$ cat src/hw/rtl/edf_pkg.sv
`default_nettype none

package edf_pkg;

   localparam int TASK_ID_BITS        = 6;
   localparam int TASK_COUNT          = 1 << TASK_ID_BITS;
   localparam int DEADLINE_BITS       = 32;
   localparam int COUNT_OUT_BITS      = 5;
   localparam int DEFAULT_QUEUE_DEPTH = 16;
   localparam int CSR_DATA_BITS       = 32;
   localparam int CSR_ADDR_BITS       = 3;

   // register index, taken from paddr[2]
   localparam logic CSR_IDX_IDLE_TASK = 1'b0;

   typedef enum logic [1:0] {
      MODE_ENQUEUE  = 2'd0,
      MODE_DEQUEUE  = 2'd1,
      MODE_ACTIVATE = 2'd2,
      MODE_QUERY    = 2'd3
   } mode_type;

   typedef enum logic [1:0] {
      STATUS_DONE    = 2'd0,
      STATUS_IGNORED = 2'd1,
      STATUS_FULL    = 2'd2
   } status_type;

   typedef struct packed {
      mode_type                  mode;
      logic [TASK_ID_BITS-1:0]   task_id;
      logic [DEADLINE_BITS-1:0]  deadline;
   } req_type;

   typedef struct packed {
      logic [TASK_ID_BITS-1:0]   next_task;
      logic [DEADLINE_BITS-1:0]  next_deadline;
      logic                      next_is_idle;
      logic [COUNT_OUT_BITS-1:0] queue_count;
      status_type                status;
   } rsp_type;

   typedef struct packed {
      logic load;
      logic scan;
      logic place;
      logic commit;
   } dp_cmd_type;

endpackage

`default_nettype wire

$ cat src/hw/rtl/edf_ready_queue.sv
`default_nettype none

// Earliest-deadline-first ready queue. Task ids are kept in a table sorted by
// ascending deadline, with one membership bit per task id; each request item
// (enqueue, dequeue, activate, query) returns one response item with the head
// of the queue, or the idle task when the queue is empty, plus the count and a
// status code. From acceptance to response each item steps through: accept,
// compare the deadline and id against all table entries in parallel,
// priority-encode the insert or remove position, then shift the table and
// load the response register. The commit step waits while an earlier response
// has not been taken, and a new request is accepted only once the previous one
// has committed. Nothing needs clearing after reset. The idle task id is set
// through the register port at byte address 0.
module edf_ready_queue #(
   parameter int QUEUE_DEPTH = edf_pkg::DEFAULT_QUEUE_DEPTH
) (
   input  wire logic                              clock,
   input  wire logic                              reset,
   input  wire logic                              req_valid,
   output logic                                   req_ready,
   input  wire edf_pkg::req_type                  req_data,
   output logic                                   rsp_valid,
   input  wire logic                              rsp_ready,
   output edf_pkg::rsp_type                       rsp_data,
   input  wire logic                              psel,
   input  wire logic                              penable,
   input  wire logic                              pwrite,
   input  wire logic [edf_pkg::CSR_ADDR_BITS-1:0] paddr,
   input  wire logic [edf_pkg::CSR_DATA_BITS-1:0] pwdata,
   output logic [edf_pkg::CSR_DATA_BITS-1:0]      prdata,
   output logic                                   pready
);
   import edf_pkg::*;

   logic [TASK_ID_BITS-1:0] idle_task_ff, idle_task_in;
   dp_cmd_type              cmd;

   assign pready = 1'b1;

   always_comb begin
      idle_task_in = idle_task_ff;
      if (psel && penable && pwrite && paddr[2] == CSR_IDX_IDLE_TASK) begin
         idle_task_in = pwdata[TASK_ID_BITS-1:0];
      end
      prdata = '0;
      if (paddr[2] == CSR_IDX_IDLE_TASK) begin
         prdata[TASK_ID_BITS-1:0] = idle_task_ff;
      end
   end

   always_ff @(posedge clock) begin
      if (reset) begin
         idle_task_ff <= '0;
      end else begin
         idle_task_ff <= idle_task_in;
      end
   end

   edf_ctrl u_ctrl (
      .clock     (clock),
      .reset     (reset),
      .req_valid (req_valid),
      .req_ready (req_ready),
      .rsp_valid (rsp_valid),
      .rsp_ready (rsp_ready),
      .cmd       (cmd)
   );

   edf_datapath #(
      .QUEUE_DEPTH (QUEUE_DEPTH)
   ) u_datapath (
      .clock     (clock),
      .reset     (reset),
      .cmd       (cmd),
      .req_data  (req_data),
      .idle_task (idle_task_ff),
      .rsp_data  (rsp_data)
   );

endmodule

`default_nettype wire

$ cat src/hw/rtl/edf_ctrl.sv
`default_nettype none

module edf_ctrl (
   input  wire logic               clock,
   input  wire logic               reset,
   input  wire logic               req_valid,
   output logic                    req_ready,
   output logic                    rsp_valid,
   input  wire logic               rsp_ready,
   output edf_pkg::dp_cmd_type     cmd
);
   import edf_pkg::*;

   typedef enum logic [1:0] {
      ST_IDLE,
      ST_SCAN,
      ST_PLACE,
      ST_COMMIT
   } state_type;

   state_type state_ff, state_in;
   logic      rsp_valid_ff, rsp_valid_in;
   logic      out_free;

   assign req_ready = (state_ff == ST_IDLE);
   assign rsp_valid = rsp_valid_ff;
   assign out_free  = !rsp_valid_ff || rsp_ready;

   always_comb begin
      state_in     = state_ff;
      rsp_valid_in = rsp_valid_ff && !rsp_ready;
      cmd          = '0;
      unique case (state_ff)
         ST_IDLE: begin
            if (req_valid) begin
               cmd.load = 1'b1;
               state_in = ST_SCAN;
            end
         end
         ST_SCAN: begin
            cmd.scan = 1'b1;
            state_in = ST_PLACE;
         end
         ST_PLACE: begin
            cmd.place = 1'b1;
            state_in  = ST_COMMIT;
         end
         ST_COMMIT: begin
            // hold the update until the result register can take the item
            if (out_free) begin
               cmd.commit   = 1'b1;
               rsp_valid_in = 1'b1;
               state_in     = ST_IDLE;
            end
         end
         default: state_in = ST_IDLE;
      endcase
   end

   always_ff @(posedge clock) begin
      if (reset) begin
         state_ff     <= ST_IDLE;
         rsp_valid_ff <= 1'b0;
      end else begin
         state_ff     <= state_in;
         rsp_valid_ff <= rsp_valid_in;
      end
   end

endmodule

`default_nettype wire

$ cat src/hw/rtl/edf_datapath.sv
`default_nettype none

module edf_datapath #(
   parameter int QUEUE_DEPTH = edf_pkg::DEFAULT_QUEUE_DEPTH
) (
   input  wire logic                            clock,
   input  wire logic                            reset,
   input  wire edf_pkg::dp_cmd_type             cmd,
   input  wire edf_pkg::req_type                req_data,
   input  wire logic [edf_pkg::TASK_ID_BITS-1:0] idle_task,
   output edf_pkg::rsp_type                     rsp_data
);
   import edf_pkg::*;

   localparam int IDX_W = $clog2(QUEUE_DEPTH);
   localparam int CNT_W = $clog2(QUEUE_DEPTH + 1);

   req_type                  item_ff;
   logic [TASK_ID_BITS-1:0]  ids_ff [QUEUE_DEPTH];
   logic [TASK_ID_BITS-1:0]  ids_in [QUEUE_DEPTH];
   logic [DEADLINE_BITS-1:0] dls_ff [QUEUE_DEPTH];
   logic [DEADLINE_BITS-1:0] dls_in [QUEUE_DEPTH];
   logic [CNT_W-1:0]         count_ff, count_in;
   logic [TASK_COUNT-1:0]    member_ff, member_in;
   logic                     cur_valid_ff, cur_valid_in;
   logic [DEADLINE_BITS-1:0] cur_dl_ff, cur_dl_in;
   logic [DEADLINE_BITS-1:0] idle_dl_ff, idle_dl_in;

   logic [QUEUE_DEPTH-1:0]   sel_ff, sel_in;
   logic [QUEUE_DEPTH-1:0]   eq_ff, eq_in;
   logic [QUEUE_DEPTH-1:0]   hit_ff, hit_in;
   status_type               status_ff, status_in;
   logic [IDX_W-1:0]         pos_ff, pos_in;
   logic                     found_ff, found_in;
   rsp_type                  rsp_ff, rsp_in;

   logic                     enq_ok, deq_ok;
   logic [CNT_W+COUNT_OUT_BITS-1:0] count_wide;

   assign rsp_data = rsp_ff;

   // per-entry compares, all entries in parallel
   always_comb begin
      for (int j = 0; j < QUEUE_DEPTH; j++) begin
         logic live;
         live      = CNT_W'(j) < count_ff;
         sel_in[j] = live && (item_ff.deadline <= dls_ff[j]);
         eq_in[j]  = live && (item_ff.deadline == dls_ff[j]);
         hit_in[j] = live && (item_ff.task_id == ids_ff[j]);
      end
      status_in = STATUS_DONE;
      unique case (item_ff.mode)
         MODE_ENQUEUE: begin
            if (member_ff[item_ff.task_id] || item_ff.task_id == idle_task) begin
               status_in = STATUS_IGNORED;
            end else if (count_ff >= CNT_W'(QUEUE_DEPTH)) begin
               status_in = STATUS_FULL;
            end
         end
         MODE_DEQUEUE: begin
            if (!member_ff[item_ff.task_id] || item_ff.task_id == idle_task) begin
               status_in = STATUS_IGNORED;
            end
         end
         default: status_in = STATUS_DONE;
      endcase
   end

   // first matching entry wins: scan from the top so lower indexes overwrite
   always_comb begin
      pos_in   = count_ff[IDX_W-1:0];
      found_in = 1'b0;
      for (int j = QUEUE_DEPTH - 1; j >= 0; j--) begin
         if (item_ff.mode == MODE_ENQUEUE) begin
            if (sel_ff[j]) begin
               // equal deadline goes right after that entry
               pos_in = IDX_W'(j) + IDX_W'(eq_ff[j]);
            end
         end else if (hit_ff[j]) begin
            pos_in   = IDX_W'(j);
            found_in = 1'b1;
         end
      end
   end

   assign enq_ok = cmd.commit && item_ff.mode == MODE_ENQUEUE && status_ff == STATUS_DONE;
   assign deq_ok = cmd.commit && item_ff.mode == MODE_DEQUEUE && status_ff == STATUS_DONE;

   always_comb begin
      for (int k = 0; k < QUEUE_DEPTH; k++) begin
         ids_in[k] = ids_ff[k];
         dls_in[k] = dls_ff[k];
         if (enq_ok) begin
            if (IDX_W'(k) == pos_ff) begin
               ids_in[k] = item_ff.task_id;
               dls_in[k] = item_ff.deadline;
            end else if (k > 0 && IDX_W'(k) > pos_ff) begin
               ids_in[k] = ids_ff[(k > 0) ? k - 1 : 0];
               dls_in[k] = dls_ff[(k > 0) ? k - 1 : 0];
            end
         end else if (deq_ok && found_ff) begin
            if (k < QUEUE_DEPTH - 1 && IDX_W'(k) >= pos_ff) begin
               ids_in[k] = ids_ff[(k < QUEUE_DEPTH - 1) ? k + 1 : k];
               dls_in[k] = dls_ff[(k < QUEUE_DEPTH - 1) ? k + 1 : k];
            end
         end
      end

      count_in  = count_ff;
      member_in = member_ff;
      if (enq_ok) begin
         count_in                   = count_ff + CNT_W'(1);
         member_in[item_ff.task_id] = 1'b1;
      end else if (deq_ok) begin
         member_in[item_ff.task_id] = 1'b0;
         if (found_ff) begin
            count_in = count_ff - CNT_W'(1);
         end
      end

      cur_valid_in = cur_valid_ff;
      cur_dl_in    = cur_dl_ff;
      if (cmd.commit && item_ff.mode == MODE_ACTIVATE) begin
         cur_valid_in = 1'b1;
         cur_dl_in    = item_ff.deadline;
      end

      idle_dl_in = idle_dl_ff;
      if (cmd.commit && item_ff.mode == MODE_QUERY && count_ff == '0 && cur_valid_ff) begin
         idle_dl_in = cur_dl_ff;
      end

      // result reflects the table after this item
      count_wide = {{COUNT_OUT_BITS{1'b0}}, count_in};
      if (count_in != '0) begin
         rsp_in.next_task     = ids_in[0];
         rsp_in.next_deadline = dls_in[0];
         rsp_in.next_is_idle  = 1'b0;
      end else begin
         rsp_in.next_task     = idle_task;
         rsp_in.next_deadline = idle_dl_in;
         rsp_in.next_is_idle  = 1'b1;
      end
      rsp_in.queue_count = count_wide[COUNT_OUT_BITS-1:0];
      rsp_in.status      = status_ff;
   end

   always_ff @(posedge clock) begin
      if (cmd.load) begin
         item_ff <= req_data;
      end
      if (cmd.scan) begin
         sel_ff    <= sel_in;
         eq_ff     <= eq_in;
         hit_ff    <= hit_in;
         status_ff <= status_in;
      end
      if (cmd.place) begin
         pos_ff   <= pos_in;
         found_ff <= found_in;
      end
      if (cmd.commit) begin
         rsp_ff <= rsp_in;
         for (int k = 0; k < QUEUE_DEPTH; k++) begin
            ids_ff[k] <= ids_in[k];
            dls_ff[k] <= dls_in[k];
         end
      end
   end

   always_ff @(posedge clock) begin
      if (reset) begin
         count_ff     <= '0;
         member_ff    <= '0;
         cur_valid_ff <= 1'b0;
         cur_dl_ff    <= '0;
         idle_dl_ff   <= '0;
      end else begin
         count_ff     <= count_in;
         member_ff    <= member_in;
         cur_valid_ff <= cur_valid_in;
         cur_dl_ff    <= cur_dl_in;
         idle_dl_ff   <= idle_dl_in;
      end
   end

endmodule

`default_nettype wire
$ cat config.mk
export PLATFORM = sky130hd
export DESIGN_NAME = edf_ready_queue
export DESIGN_NICKNAME = d
export VERILOG_FILES = /design/src/hw/rtl/edf_pkg.sv /design/src/hw/rtl/edf_ready_queue.sv /design/src/hw/rtl/edf_ctrl.sv /design/src/hw/rtl/edf_datapath.sv
export SDC_FILE = /design/constraint.sdc
export NUM_CORES = 2
export LEC_CHECK = 0
export ABC_AREA = 1
export BUFFER_PORTS_ARGS = -buffer_cell sky130_fd_sc_hd__clkbuf_2
export CAP_MARGIN = 30
export CORE_AREA = 5 5 255 357
export CTS_CLUSTER_SIZE = 25
export DETAILED_ROUTE_END_ITERATION = 8
export DIE_AREA = 0 0 260 362
export GPL_ROUTABILITY_DRIVEN = 0
export PLACE_DENSITY_LB_ADDON = 0.15
export SLEW_MARGIN = 20
export SYNTH_ARGS = -nofsm -noshare
export SYNTH_HDL_FRONTEND = slang
export SYNTH_SLANG_ARGS = --single-unit
export TNS_END_PERCENT = 5
$ cat constraint.sdc
create_clock -name clock -period 14.7 [get_ports clock]
set_input_delay 0.735 -clock clock [delete_from_list [all_inputs] [get_ports clock]]
set_output_delay 0.735 -clock clock [all_outputs]
set_load 0.03 [all_outputs]
* Word-level counts from Yosys, hierarchy flattened
Memory sizes are Yosys's and may differ from the RTL's.
Cells that the tools add are included.
** Cells by class
- Bitwise operators :: 4
- Reductions and logical operators :: 76
- $lt $le $gt $ge :: 65
- Equal/unequal tests :: 56
- Multiplexer cells :: 263
- Add/subtract/negate cells :: 17
** Operator list (count)
- $mux W32 :: 78
- $eq A32 B32 Y1 :: 16
- $le A32 B32 Y1 :: 16
- $mux W6 :: 78
- $mux W4 :: 48
- $mux W64 :: 2
- $eq A6 B6 Y1 :: 17
- $and A64 B64 Y64 :: 1
- $not A64 Y64 :: 1
- $or A64 B64 Y64 :: 1
- $logic_and A1 B1 Y1 :: 62
- $mux W1 :: 45
- $lt A4 B5 Y1 const A :: 8
- $mux W39 :: 1
- $eq A4 B4 Y1 const A :: 8
- $gt A4 B4 Y1 const A :: 8
- $ge A4 B4 Y1 const A :: 7
- $lt A3 B5 Y1 const A :: 4
- $add A3 B1 Y4 const A :: 4
- $add A4 B1 Y4 const A :: 4
- $eq A3 B4 Y1 const A :: 4
- $ge A3 B4 Y1 const A :: 4
- $gt A3 B4 Y1 const A :: 4
- $mux W5 :: 3
- 36 further kinds :: 57
** Word-level totals
- Bits of input ports :: 82
- RAM bits :: 608
- Memories kept :: 2
- Register bits after elaboration :: 284
- Output and inout bits :: 81
** Memories
- u_datapath.dls_ff :: words 16, width 32, rd ports 16, clocked after Yosys merged registers in 0, wr ports 16, RTL line edf_datapath.sv:21 : logic [DEADLINE_BITS-1:0] dls_ff [QUEUE_DEPTH];
- u_datapath.ids_ff :: words 16, width 6, rd ports 16, clocked after Yosys merged registers in 0, wr ports 16, RTL line edf_datapath.sv:19 : logic [TASK_ID_BITS-1:0] ids_ff [QUEUE_DEPTH];

* Depth between registers and ports, before layout
- Depth after elaboration :: 33
- Gate-level depth with buffers :: 29
- Depth with buffers taken out :: 29

* Hierarchy
Synthesis repeated with hierarchy kept, for this count alone.
** Second synthesis, totals
- Cells, all modules :: 6413
- Area, all modules :: 55793.5 um^2
** Modules (own cells, without submodules)
- edf_datapath :: area an instance 55030.3 um^2, seq. area each 25174.1 um^2, times used 1, cells an instance 6297
- edf_ready_queue :: area an instance 554.3 um^2, seq. area each 120.1 um^2, times used 1, cells an instance 86
- edf_ctrl :: area an instance 209.0 um^2, seq. area each 60.1 um^2, times used 1, cells an instance 30

* Worst setup path after synthesis
OpenSTA, ideal clock, no wires.
- Path kind :: input to register
- Start point :: input port rsp_ready
- End point :: memory u_datapath.dls_ff[6][0], in the netlist u_datapath.dls_ff[0][192], enable pin
- Buffers on the path :: 1
- Library setup time :: 0.446 ns
- Path slack :: 8.807 ns
- Data arrival time :: 5.447 ns
- Cell stages on the path :: 11
- Required time :: 14.254 ns
- Path through :: inv_1 > nand2_1 > nand2_1 > nor3_2 > nand2_1 > inv_2 > nor2_1 > clkbuf_1 > nor2_1 > inv_1 > a21oi_1
** RTL lines
- start: declaration :: RTL line edf_ready_queue.sv:23 : input wire logic rsp_ready,
- end: declaration :: RTL line edf_datapath.sv:21

==> impl_metrics.tcl <==
set metrics [dict create \
    die_w_um 260 \
    rr_worst_depth 10 \
    synth_seq_cells 892 \
    utilization 0.695 \
    start_kind "register" \
    diodes 0 \
    num_rows 129 \
    cts_buffers 88 \
    routed_wl_um 153000 \
    clkLatencyLatePin_ns 0.68 \
    r2r_slack_ns 8.62 \
    setup_viol 0 \
    period_share 0.414 \
    antenna_found_initial 0 \
    dr.pass1.iters 9 \
    worstMarginPinSlew_ns 1.09 \
    min_from "req_data[34]" \
    die_area_um2 94100 \
    globalRouteOverflowTotal 0 \
    fillers 6907 \
    track_usage 0.313 \
    grt_pass1_vias 45264 \
    fin_cells 7949 \
    async_flop_share 0 \
    hold_path_class "in -> reg" \
    p_leak_nw 25.3 \
    ir_worst_vdd_mv 0.140 \
    critPathArrivalTime_ns 6.44 \
    portBuffers 107 \
    status "finished, violations left" \
    rsz0062_at_grt "false" \
    powerDensity_nw_per_um2 116 \
    failed_checks "DRC" \
    reg2reg_from "u_datapath.item_ff[38]$_DFFE_PP_" \
    synth_commonest_cells "nand2_1, o21ai_0, inv_1" \
    yosys.area.top_type "edfxtp_1" \
    relSlewSlack 0.260 \
    cts.clk_slew.worst_paths_ns 0.06 \
    fin_nets 7300 \
    cts.sinks 892 \
    core_area_um2 87600 \
    area_growth_pct 7.95 \
    place.detailed.hpwl_um 113000 \
    synthTopCellsByArea "edfxtp_1, ha_1, o21ai_0" \
    io_pins 163 \
    cts_root_buf "clkbuf_16" \
    die_h_um 362 \
    avgRoutedWirePerCell_um 19.2 \
    cts_resized 0 \
    drive_gt1_frac 0.0604 \
    avgSynthCellArea_um2 8.34 \
    synth_edf_count 749 \
    cts_hold_buf 0 \
    slew_viol_final 0 \
    drtAntennaViolNets 0 \
    tritoncts "built" \
    syn_area_um2 56400 \
    synthFlopType "edfxtp_1" \
    clockBufferDepth 3 \
    synthCells 6768 \
    critical_path.reg2reg.endpoint "u_datapath.dls_ff[1][203]$_DFFE_PP_" \
    synth.distinct_cells 63 \
    cts_setup_buffers 0 \
    worstPathRequired_ns 15.06 \
    hold_viol 0 \
    timing_worst_setup_path_type "reg -> reg" \
    start_util 0.644 \
    setup_tns_ns 0 \
    yosysWarningCount 0 \
    via_count 47347 \
    hold_depth 1 \
    worst_setup_path_end_kind "register" \
    max_freq_ghz 0.164 \
    cap_violations 0 \
    worst-path-max-fanout 294 \
    grt_max_degree 295 \
    dp_cells 7785 \
    fin_crit_ns 6.08 \
    fin_skew_ns 0.0299 \
    vias_per_cell 5.96 \
    remaining_drc_errors 1 \
    seq_area_frac_synth 0.449 \
    htreeDepth 3 \
    synth_top_area_share 0.399 \
    hold_path_end "u_datapath.item_ff[34]$_DFFE_PP_" \
    grt_pass1_wl_um 238000 \
    synth_most_common_cell "nand2_1" \
    first_iter_violations 5360 \
]
metrics by stage:
stage	hold slack [ns]	cell area (um^2)	setup WS (ns)	power (mW)
after floorplan	0.427	56500	8.81	4.20
after global placement	0.434	57800	8.96	4.69
after detailed placement	0.435	58000	8.82	4.76
after CTS	0.199	60900	8.80	7.06
after global routing	0.216	60900	8.18	7.41
final	0.234	60900	8.62	7.07
cells in the final DEF (no fill, tap or decap), types with 94 or more instances in the layout:
cell and n:
edfxtp_1 749, o21ai_0 1267, a21oi_1 507, inv_1 791, buf_4 96, nand2_1 1378
nor2_1 314, dfxtp_1 143, clkbuf_2 107, nand3_1 118, ha_1 519, clkbuf_16 94
per-layer routing:
layer,global-route usage,up-vias,wire length (um)
met4,0.171,0,9430
met2,0.530,2037,72600
li1,-,23171,-
met1,0.393,21761,59700
met5,0,-,0
met3,0.0370,378,11000
cell families (layout without fill, tap and decap cells):
logic type / count (synthesis) / after routing / synth area share
DFF: 892 / 892 / 0.449
other: 2 / 27 / 0.000133
adders and majority gates: 520 / 520 / 0.115
muxes: 32 / 32 / 0.00568
xor gates and xnor gates: 52 / 52 / 0.00807
and+or+nand+nor: 2026 / 2026 / 0.146
buffers and inverters: 1205 / 1182 / 0.0828
AOI/OAI and AO/OA: 2039 / 2039 / 0.192
worst max path at each step:
stage | startpoint | endpoint | slack, ns | depth (start not counted)
2_1_floorplan | rsp_ready | u_datapath.dls_ff[0][192]$_DFFE_PP_ | 8.81 | 11
3_3_place_gp | u_datapath.item_ff[38]$_DFFE_PP_ | u_datapath.dls_ff[1][106]$_DFFE_PP_ | 8.96 | 11
5_1_grt | u_datapath.item_ff[38]$_DFFE_PP_ | u_datapath.dls_ff[1][4]$_DFFE_PP_ | 8.18 | 10
4_1_cts | u_datapath.item_ff[38]$_DFFE_PP_ | u_datapath.dls_ff[0][203]$_DFFE_PP_ | 8.80 | 10
6_report | u_datapath.item_ff[38]$_DFFE_PP_ | u_datapath.dls_ff[1][203]$_DFFE_PP_ | 8.62 | 10
3_5_place_dp | u_datapath.item_ff[38]$_DFFE_PP_ | u_datapath.dls_ff[1][15]$_DFFE_PP_ | 8.82 | 10
sequential cells by signal, summed over array words and instances, names as in the netlist, 4 cells and up, named ones only:
| signal | count |
|---|---|
| u_datapath.pos_ff | 4 |
| u_datapath.ids_ff | 96 |
| u_datapath.count_ff | 5 |
| idle_task_ff | 6 |
| u_datapath.eq_ff | 16 |
| u_datapath.idle_dl_ff | 32 |
| u_datapath.sel_ff | 16 |
| u_datapath.item_ff | 40 |
| u_datapath.hit_ff | 16 |
| u_datapath.dls_ff | 512 |
| u_datapath.cur_dl_ff | 32 |
| u_datapath.rsp_data | 46 |
power by group:
part           switching, mW  internal, mW
clock                   1.02          1.29
combinational           1.27         0.497
sequential            0.0852          2.91
total                   2.37          4.69
final cells by class:
class | instances | area [um^2] | share of cell area
multi-input cells | 4696 | 26700 | 0.438
flip-flops and latches | 892 | 25400 | 0.416
inverters | 805 | 3030 | 0.0497
clock buffers | 110 | 2420 | 0.0398
well taps | 1179 | 1480 | 0.0242
repair buffers | 215 | 1470 | 0.0241
clock inverters | 52 | 483 | 0.00793
worst max-delay path, cell delays in order, from the launching register on:
cell and delay [ns]:
edfxtp_1 0.46, nor2_2 0.13, buf_4 0.38, inv_2 0.30, nor3_4 0.31, buf_4 0.57
buf_4 0.79, buf_12 0.62, buf_4 0.83, buf_12 0.74, o21ai_0 0.22
Power figures use the tool's default switching activity.
